`src/rtl/uart_pkg.sv`:
```
// Shared types and constants for the 8N1 serial transceiver.
package uart_pkg;

    localparam int unsigned TICK_W    = 9;
    localparam int unsigned BIT_IDX_W = 4;
    localparam int unsigned PERIOD_W  = 8;

    localparam logic [PERIOD_W-1:0] PERIOD_RESET = 8'd103;

    typedef struct packed {
        logic tx_level;
        logic data_ready;
        logic busy;
    } uart_flags_t;

endpackage

```
`src/rtl/uart_core.sv`:
```
// Tick-by-tick transmit/receive state update of the serial transceiver.
module uart_core #(
    parameter int unsigned DATA_BITS = 8
) (
    input  logic                             clk,
    input  logic                             rst_n,
    input  logic                             cfg_we,
    input  logic [uart_pkg::PERIOD_W-1:0]    cfg_data,
    input  logic                             step,
    input  logic                             rx_level,
    input  logic                             send_request,
    input  logic [DATA_BITS-1:0]             send_byte,
    input  logic                             clear_ready,
    output uart_pkg::uart_flags_t            flags_next,
    output logic [DATA_BITS-1:0]             rx_byte_next
);
    import uart_pkg::*;

    localparam int unsigned FRAME_BITS = DATA_BITS + 2;
    localparam int unsigned IDX_W      = $clog2(DATA_BITS);

    localparam logic [1:0] PH_IDLE = 2'd0;
    localparam logic [1:0] PH_TX   = 2'd1;
    localparam logic [1:0] PH_RX   = 2'd2;

    localparam logic [BIT_IDX_W-1:0] FRAME_CNT = BIT_IDX_W'(FRAME_BITS);
    localparam logic [BIT_IDX_W-1:0] DATA_CNT  = BIT_IDX_W'(DATA_BITS);

    logic [PERIOD_W-1:0]   bit_period_reg;
    logic [1:0]            phase_reg, phase_next;
    logic [TICK_W-1:0]     tick_count_reg, tick_count_next;
    logic [BIT_IDX_W-1:0]  bit_index_reg, bit_index_next;
    logic [FRAME_BITS-1:0] tx_shift_reg, tx_shift_next;
    logic [DATA_BITS-1:0]  rx_shift_reg, rx_shift_next;
    logic [DATA_BITS-1:0]  rx_data_reg, rx_data_next;
    logic                  ready_flag_reg, ready_flag_next;
    logic                  line_prev_reg;

    logic [TICK_W-1:0]     period_eff;
    logic [TICK_W-1:0]     rx_target;
    logic [TICK_W-1:0]     tick_inc;
    logic [BIT_IDX_W-1:0]  bit_inc;

    always_comb
    begin
        period_eff = (bit_period_reg == '0) ? TICK_W'(1) : TICK_W'(bit_period_reg);
        rx_target  = (bit_index_reg == '0) ? (period_eff + (period_eff >> 1)) : period_eff;
        tick_inc   = tick_count_reg + TICK_W'(1);
        bit_inc    = bit_index_reg + BIT_IDX_W'(1);

        phase_next      = phase_reg;
        tick_count_next = tick_count_reg;
        bit_index_next  = bit_index_reg;
        tx_shift_next   = tx_shift_reg;
        rx_shift_next   = rx_shift_reg;
        rx_data_next    = rx_data_reg;
        ready_flag_next = clear_ready ? 1'b0 : ready_flag_reg;

        case (phase_reg)
            PH_TX:
            begin
                tick_count_next = tick_inc;
                if (tick_inc >= period_eff)
                begin
                    tick_count_next = '0;
                    tx_shift_next   = {1'b1, tx_shift_reg[FRAME_BITS-1:1]};
                    bit_index_next  = bit_inc;
                    if (bit_inc >= FRAME_CNT)
                    begin
                        phase_next     = PH_IDLE;
                        bit_index_next = '0;
                        tx_shift_next  = '1;
                    end
                end
            end
            PH_RX:
            begin
                tick_count_next = tick_inc;
                if (tick_inc >= rx_target)
                begin
                    tick_count_next = '0;
                    if (bit_index_reg < DATA_CNT)
                        rx_shift_next[bit_index_reg[IDX_W-1:0]] = rx_level;
                    bit_index_next = bit_inc;
                    if (bit_inc >= DATA_CNT)
                    begin
                        rx_data_next    = rx_shift_next;
                        ready_flag_next = 1'b1;
                        phase_next      = PH_IDLE;
                        bit_index_next  = '0;
                    end
                end
            end
            default:
            begin
                phase_next = PH_IDLE;
                if (send_request)
                begin
                    tx_shift_next   = {1'b1, send_byte, 1'b0};
                    tick_count_next = '0;
                    bit_index_next  = '0;
                    phase_next      = PH_TX;
                end
                else if (line_prev_reg && !rx_level)
                begin
                    tick_count_next = '0;
                    bit_index_next  = '0;
                    rx_shift_next   = '0;
                    phase_next      = PH_RX;
                end
            end
        endcase

        flags_next.tx_level   = tx_shift_next[0];
        flags_next.data_ready = ready_flag_next;
        flags_next.busy       = (phase_next != PH_IDLE);
        rx_byte_next          = rx_data_next;
    end

    always_ff @(posedge clk or negedge rst_n)
    begin
        if (!rst_n)
        begin
            bit_period_reg <= PERIOD_RESET;
        end
        else if (cfg_we)
        begin
            bit_period_reg <= cfg_data;
        end
    end

    always_ff @(posedge clk or negedge rst_n)
    begin
        if (!rst_n)
        begin
            phase_reg      <= PH_IDLE;
            tick_count_reg <= '0;
            bit_index_reg  <= '0;
            tx_shift_reg   <= '1;
            rx_shift_reg   <= '0;
            rx_data_reg    <= '0;
            ready_flag_reg <= 1'b0;
            line_prev_reg  <= 1'b1;
        end
        else if (step)
        begin
            phase_reg      <= phase_next;
            tick_count_reg <= tick_count_next;
            bit_index_reg  <= bit_index_next;
            tx_shift_reg   <= tx_shift_next;
            rx_shift_reg   <= rx_shift_next;
            rx_data_reg    <= rx_data_next;
            ready_flag_reg <= ready_flag_next;
            line_prev_reg  <= rx_level;
        end
    end

endmodule

```
`src/rtl/uart_out_reg.sv`:
```
// Result register with valid/ready handshake toward the consumer.
module uart_out_reg #(
    parameter int unsigned DATA_BITS = 8
) (
    input  logic                   clk,
    input  logic                   rst_n,
    input  logic                   load,
    input  uart_pkg::uart_flags_t  flags_in,
    input  logic [DATA_BITS-1:0]   byte_in,
    input  logic                   out_ready,
    output logic                   out_valid,
    output logic                   can_load,
    output uart_pkg::uart_flags_t  flags_out,
    output logic [DATA_BITS-1:0]   byte_out
);
    import uart_pkg::*;

    logic                  valid_reg;
    uart_flags_t           flags_reg;
    logic [DATA_BITS-1:0]  byte_reg;

    assign can_load  = !valid_reg || out_ready;
    assign out_valid = valid_reg;
    assign flags_out = flags_reg;
    assign byte_out  = byte_reg;

    always_ff @(posedge clk or negedge rst_n)
    begin
        if (!rst_n)
        begin
            valid_reg <= 1'b0;
        end
        else if (load)
        begin
            valid_reg <= 1'b1;
        end
        else if (out_ready)
        begin
            valid_reg <= 1'b0;
        end
    end

    always_ff @(posedge clk)
    begin
        if (load)
        begin
            flags_reg <= flags_in;
            byte_reg  <= byte_in;
        end
    end

endmodule

```
`src/rtl/uart_8n1_transceiver.sv`:
```
// Top level of the half-duplex 8N1 serial transceiver.
//
//  channel  | handshake            | payload
//  ---------+----------------------+---------------------------------------------
//  cfg      | cfg_valid/cfg_ready  | cfg_data (bit_period)
//  in       | in_valid/in_ready    | rx_level, send_request, send_byte, clear_ready
//  out      | out_valid/out_ready  | tx_level, rx_byte, data_ready, busy_res
//
//  One tick per cycle while in_ready is high: each input transfer updates the
//  frame state and loads the result register in the same cycle, valid next cycle.
//  in_ready stays high while the result register is empty or being drained,
//  so input stalls only when out_ready holds a result back.
//  cfg_ready is always high. Reset clears all frame state, bit_period = 103.
module uart_8n1_transceiver #(
    parameter int unsigned DATA_BITS = 8
) (
    input  logic                          clk,
    input  logic                          rst_n,
    input  logic                          cfg_valid,
    output logic                          cfg_ready,
    input  logic [uart_pkg::PERIOD_W-1:0] cfg_data,
    input  logic                          in_valid,
    output logic                          in_ready,
    input  logic                          rx_level,
    input  logic                          send_request,
    input  logic [DATA_BITS-1:0]          send_byte,
    input  logic                          clear_ready,
    output logic                          out_valid,
    input  logic                          out_ready,
    output logic                          tx_level,
    output logic [DATA_BITS-1:0]          rx_byte,
    output logic                          data_ready,
    output logic                          busy_res
);
    import uart_pkg::*;

    logic                 step;
    uart_flags_t          flags_next;
    uart_flags_t          flags_out;
    logic [DATA_BITS-1:0] rx_byte_next;

    assign cfg_ready = 1'b1;
    assign step      = in_valid && in_ready;

    uart_core #(
        .DATA_BITS (DATA_BITS)
    ) u_core (
        .clk          (clk),
        .rst_n        (rst_n),
        .cfg_we       (cfg_valid),
        .cfg_data     (cfg_data),
        .step         (step),
        .rx_level     (rx_level),
        .send_request (send_request),
        .send_byte    (send_byte),
        .clear_ready  (clear_ready),
        .flags_next   (flags_next),
        .rx_byte_next (rx_byte_next)
    );

    uart_out_reg #(
        .DATA_BITS (DATA_BITS)
    ) u_out (
        .clk       (clk),
        .rst_n     (rst_n),
        .load      (step),
        .flags_in  (flags_next),
        .byte_in   (rx_byte_next),
        .out_ready (out_ready),
        .out_valid (out_valid),
        .can_load  (in_ready),
        .flags_out (flags_out),
        .byte_out  (rx_byte)
    );

    assign tx_level   = flags_out.tx_level;
    assign data_ready = flags_out.data_ready;
    assign busy_res   = flags_out.busy;

endmodule

```
`config.mk`:
```
export PLATFORM = sky130hd
export DESIGN_NAME = uart_8n1_transceiver
export DESIGN_NICKNAME = d
export VERILOG_FILES = /design/src/rtl/uart_pkg.sv /design/src/rtl/uart_core.sv /design/src/rtl/uart_out_reg.sv /design/src/rtl/uart_8n1_transceiver.sv
export SDC_FILE = /design/constraint.sdc
export NUM_CORES = 1
export LEC_CHECK = 0
export ABC_AREA = 1
export BUFFER_PORTS_ARGS = -buffer_cell sky130_fd_sc_hd__buf_2
export CORE_UTILIZATION = 45
export DETAILED_ROUTE_END_ITERATION = 6
export SLEW_MARGIN = 20
export SYNTH_ARGS = -nofsm -noshare
export SYNTH_HDL_FRONTEND = slang
export SYNTH_SLANG_ARGS = --single-unit
```
`constraint.sdc`:
```
create_clock -name clk -period 4.29 [get_ports clk]
set_input_delay 0.6435 -clock clk [delete_from_list [all_inputs] [get_ports clk]]
set_output_delay 0.6435 -clock clk [all_outputs]
set_load 0.03 [all_outputs]
```
# Word level (Yosys, flattened, before mapping)
# Cells that the tools add are included.
[word_totals]
reg_bits = 63
latch_bits = 0
mem_bits_rw = 0
mem_bits_ro = 0
input_bits = 24
out_inout_bits = 14
elab_cells = 91
mem_count = 0
[classes]
n_addsub = 3
n_mul = 0
div_mod_pow = 0
magnitude_cmp = 7
eq_ne = 5
shifts = 0
mux = 42
bitwise = 2
reduce_logical = 17
[op_table]
columns = ["op", "count"]
rows = [
  ["$mux 8", 8],
  ["$mux 9", 6],
  ["$mux 4", 6],
  ["$mux 10", 2],
  ["$pmux 10 s2", 1],
  ["$ge 9x9->1", 2],
  ["$pmux 9 s2", 1],
  ["$pmux 8 s2", 1],
  ["$mux 2", 6],
  ["$add 9x1->9 const B", 1],
  ["$add 9x8->9", 1],
  ["$bwmux 8", 1],
  ["$ge 4x4->1 const B", 2],
  ["$logic_not 8->1", 1],
  ["$pmux 4 s2", 1],
  ["$reduce_and 4->1", 2],
  ["$reduce_bool 2->1", 4],
  ["$mux 1", 7],
  ["$ne 2x1->1 const B", 3],
  ["$reduce_and 5->1", 1],
  ["$add 4x1->4 const B", 1],
  ["$logic_not 4->1", 1],
  ["$lt 3x4->1 const B", 1],
  ["$lt 4x4->1 const B", 1],
  ["11 further kinds", 15],
]

# Logic depth before layout (Yosys ltp)
[logic_depth]
word_depth = 9
mapped_depth = 26
mapped_depth_nobuf = 25

# Modules after synthesis
# Synthesis repeated with hierarchy kept, for this count alone.
[unflattened]
cells_unflattened = 555
hier_area_um2 = 4232.8
[by_module_without_submodules]
columns = ["mod", "instances", "cells_per_inst", "area_each_um2", "seq_area_each_um2"]
rows = [
  ["uart_core", 1, 535, 3838.7, 1296.2],
  ["uart_out_reg", 1, 16, 375.4, 355.3],
  ["uart_8n1_transceiver", 1, 4, 18.8, 0.0],
]

# Worst setup path before layout
# No wires, ideal clock.
[synth_timing]
path_kind = "register -> register"
start = "register u_core.bit_period_reg[6]"
end = "register u_out.byte_reg[7], in the netlist u_out.byte_out[7] (data pin)"
setup_time_ns = 0.255
arrival_ns = 3.553
setup_slack_ns = 0.482
path_stages_with_launch = 23
cell_sequence = "dfstp_2 > inv_1 > ha_1 > nand4_1 > inv_1 > nor2_1 > inv_1 > fa_1 > o21ai_1 > nand2_1 > nand2_1 > a21o_1 > a21oi_1 > or2_1 > ha_1 > nand2_2 > nor2_4 > nand2_1 > nand4_4 > nand3_4 > buf_12 > o21ai_2 > inv_1"
[synth_between]
elab_chain_cells = 7
[synth_lines]
columns = ["element", "line_no", "rtl"]
rows = [
  ["start, declared", "uart_core.sv:29", "logic [PERIOD_W-1:0] bit_period_reg;"],
  ["start signal, assigned", "uart_core.sv:128", "bit_period_reg <= cfg_data;"],
  ["$logic_not 8->1", "uart_core.sv:46", "period_eff = (bit_period_reg == '0) ? TICK_W'(1) : TICK_W'(bit_period_reg);"],
  ["$mux 8 *", "uart_core.sv:46", ""],
  ["$add 9x8->9", "uart_core.sv:47", "rx_target = (bit_index_reg == '0) ? (period_eff + (period_eff >> 1)) : period_eff;"],
  ["$mux 9 *", "uart_core.sv:47", ""],
  ["$ge 9x9->1 *", "uart_core.sv:79", "if (tick_inc >= rx_target)"],
  ["$mux 8 *", "uart_core.sv:79", ""],
  ["$mux 8 *", "uart_core.sv:59", "case (phase_reg)"],
  ["net rx_byte_next[7]", "uart_8n1_transceiver.sv:40", "logic [DATA_BITS-1:0] rx_byte_next;"],
  ["end signal, assigned", "uart_out_reg.sv:48", "byte_reg <= byte_in;"],
  ["end, declared", "uart_out_reg.sv:20", "logic [DATA_BITS-1:0] byte_reg;"],
]
# The timed path passes the listed nets; every way through them passes the cells marked *.
# A chain may end at the register's enable or synchronous reset.

# Worst setup path in the final report
# Ends and elaborated chain as after synthesis.

==> run summary <==
Primary FF master, synth: dfrtp_1
Power Dens Cells: 481.1 mW/mm2
Footprint of the multi-input gates: 0.002310 mm2
Wirelength per Cell: 12.64 um
Reg2reg setup slack: 0.27 ns
Post-synthesis adder-cell area fraction: 0.1009
Final HPWL DP: 6805 um
IO Count: 38
Antenna-violating nets left: 0
H-tree levels: 3
DP Area: 0.004583 mm2
Hold_buf cts: 0
Clk slew on worst S/H paths: 0.07 ns
CP arrival: 4.13 ns
Peak VDD IR: 0.2158 mV
Layout cells sized above 1: 0.2143
All-layer global routing usage: 0.1992
Max-slew violation count: 0
Clock Sinks: 63
# rows: 35
DR iter-0 viols: 118
Xor and xnor area share after synthesis: 0.01837
Die extent in x: 99.66 um
Reg2Reg Capture Point: u_out.byte_out[7]
DIE AREA: 0.009931 mm2
Final Cell Area: 0.004861 mm2
Area share of and/or/nand/nor cells after synthesis: 0.3029
Main combinational cell family by area after synthesis: simple AND/OR/NAND/NOR gates
Initial antenna violation count: 0
Layout area overhead: 13.27%
Max-cap check violation count: 0
Number of I/O port buffers: 36
Crit Path Category: reg -> reg
Reg2reg path depth: 25
Worst Setup End Kind: flip-flop
HP Class: in -> async
Largest net degree at the start of global routing: 37
CTS tree: yes
Most frequent cells after synthesis: nand2_1 (156), inv_1 (65), dfrtp_1 (36)
Yosys Warn Count: 0
Die height: 99.66 um
Leak Pwr: 0.002516 uW
Syn Nets: 599
FFs w/ async S/R, synth: 0.8254
Clock latency on the worst-skew pair: 0.35 ns
Sequential Area: 0.001652 mm2
Remaining DRCs: 0
Hold Vio Cnt, Final: 0
Worst path required time: 4.40 ns
Leading area contributor after synthesis: dfrtp_1
Post-Syn Area: 0.004292 mm2
Synth Area in Compound Gates: 0.1128
Status: finished, final reports clean
Final hold slack: 0.2160 ns
Area share of the largest cell type after synthesis: 0.2099
Number of flops mapped to enable cells by yosys: 11
First-pass GRT wire length: 15650 um
Final setup vio count: 0
Total number of vias: 3543
Final wirelength: 9064 um
Gr ovfl total: 0
Post-Syn Instances: 541
Via/cell ratio: 4.941
Placer Congestion: 0.8642
Tcrit/Tclk final: 0.9366
FF-to-FF Start: u_core.bit_period_reg[6]
Most frequent cell after synthesis: nand2_1
Initial Utilization: 0.4645
Seq/Total Area, Yosys: 0.3848
Vias in the first global route: 3400
Fin nets: 641
Worst Setup Start Kind: flip-flop
Crit path time final: 4.018 ns
#FFs+latches synth: 63
Max FFs per register: 10
Mux cell area share after synthesis: 0
TritonCTS Buffers: 9
Worst Path Max Fanout: 11
Antenna Cells: 0
Unrepaired setup endpoints after global routing: no
Core box area: 0.009240 mm2
Mapped Avg Cell Area: 7.933 um2
Fill cells: 886
Clock Tree Buf Depth: 2
DRT Pass-1 Iters: 4
Synth cell types: 43
Worst Clk Skew: 0.009484 ns
Root buffer cell: clkbuf_8
Peak Freq: 248.9 MHz
Ranking of synthesized cells by area: dfrtp_1 (21%), nand2_1 (14%), dfstp_2 (9.8%)
==> per-layer routing <==
layer / share of wire / global-route usage / wire length [um]
met3: 0.041 / 0.02811 / 370
met5: 0 / 0 / 0
met1: 0.49 / 0.2606 / 4407
met2: 0.45 / 0.3259 / 4097
met4: 0.021 / 0.09502 / 189
==> worst max-delay path, stage by stage (launching register included) <==
cell and delay (ns):
dfstp_2 0.54, inv_1 0.08, ha_1 0.20, nand4_1 0.14
inv_2 0.09, nor2_4 0.13, inv_1 0.08, fa_1 0.44
o21ai_1 0.16, nand2_1 0.09, nand2_1 0.06, a21o_1 0.14
a21oi_1 0.08, or2_1 0.21, ha_1 0.33, nand2_2 0.11
inv_1 0.04, nand2_1 0.05, nand2_1 0.06, inv_1 0.10
nand4_4 0.14, nand3_4 0.16, buf_12 0.16, nand2_2 0.06
o21ai_2 0.07, inv_1 0.06
==> report_power, final <==
group	switching, uW	total (uW)	internal (uW)
sequential	74.9	854	779
clock	246	571	325
combinational	594	914	320
==> cell families (layout without fill, tap and decap cells) <==
kind of cell,count (synthesis),after routing
AO/OA/AOI/OAI,85,85
AND/OR/NAND/NOR,266,266
flip-flops,63,63
buffers and inverters,83,130
XOR/XNOR,9,9
other,1,1
adder cells (fa/ha/maj),34,34
==> final cells by class <==
type                       instances  share of cell area
multi-input combinational        395              0.4752
sequential                        63              0.3398
inverter                          72             0.05663
timing repair buffer              42             0.05148
tap                              129             0.03320
clock buffer                      10             0.02625
clock inverter                     6             0.01750
==> layout by cell type (no fill, tap or decap), types with 4 or more instances in the layout <==
master	synthesis	routed
dfrtp_1	36	36
edfxtp_1	11	11
clkbuf_8	0	9
inv_2	5	6
dfstp_2	16	16
inv_1	65	64
nand3_1	28	28
o21ai_1	19	19
o22ai_1	10	10
xor2_1	7	7
ha_1	33	33
nand4_1	6	6
o21ai_2	9	9
nand2_1	156	156
nand2_2	8	8
a21oi_1	15	15
nor2_1	35	33
nor2_2	4	5
nand2_4	9	9
o21ai_0	26	26
buf_2	2	36
buf_4	1	4
nor2_4	4	5
==> through the flow <==
stage            util  setup TNS (ns)  worst slack (ns)  total power, uW  std cells
2_1_floorplan       -               0            0.4817             1572        541
3_3_place_gp   0.4960               0            0.1934             1752        697
3_5_place_dp   0.4960        -0.01128          -0.01128             1777        697
4_1_cts        0.5234               0            0.1606             2353        715
5_1_grt        0.5261               0           0.02442             2521        717
6_report       0.5261               0            0.2719             2339        717
==> worst max path at each step <==
| stage | from | end | slack (ns) | cells past startpoint |
|---|---|---|---|---|
| global placement | u_core.bit_period_reg[6] | u_out.byte_out[7] | 0.19 | 21 |
| finish | u_core.bit_period_reg[6] | u_out.byte_out[7] | 0.27 | 25 |
| CTS | u_core.bit_period_reg[6] | u_out.byte_out[7] | 0.16 | 25 |
| global route | u_core.bit_period_reg[2] | u_out.byte_out[7] | 0.02 | 25 |
| detailed placement | u_core.bit_period_reg[6] | u_out.byte_out[7] | -0.01 | 21 |
| floorplan | u_core.bit_period_reg[6] | u_out.byte_out[7] | 0.48 | 22 |
==> repair_timing <==
action                                  in CTS  in global routing
endpoints found under the setup margin       1                 22
pin swaps                                    0                  5
resized for setup                            0                  4
setup buffers                                2                  2
No activity file was read; power rests on OpenSTA's default activity.
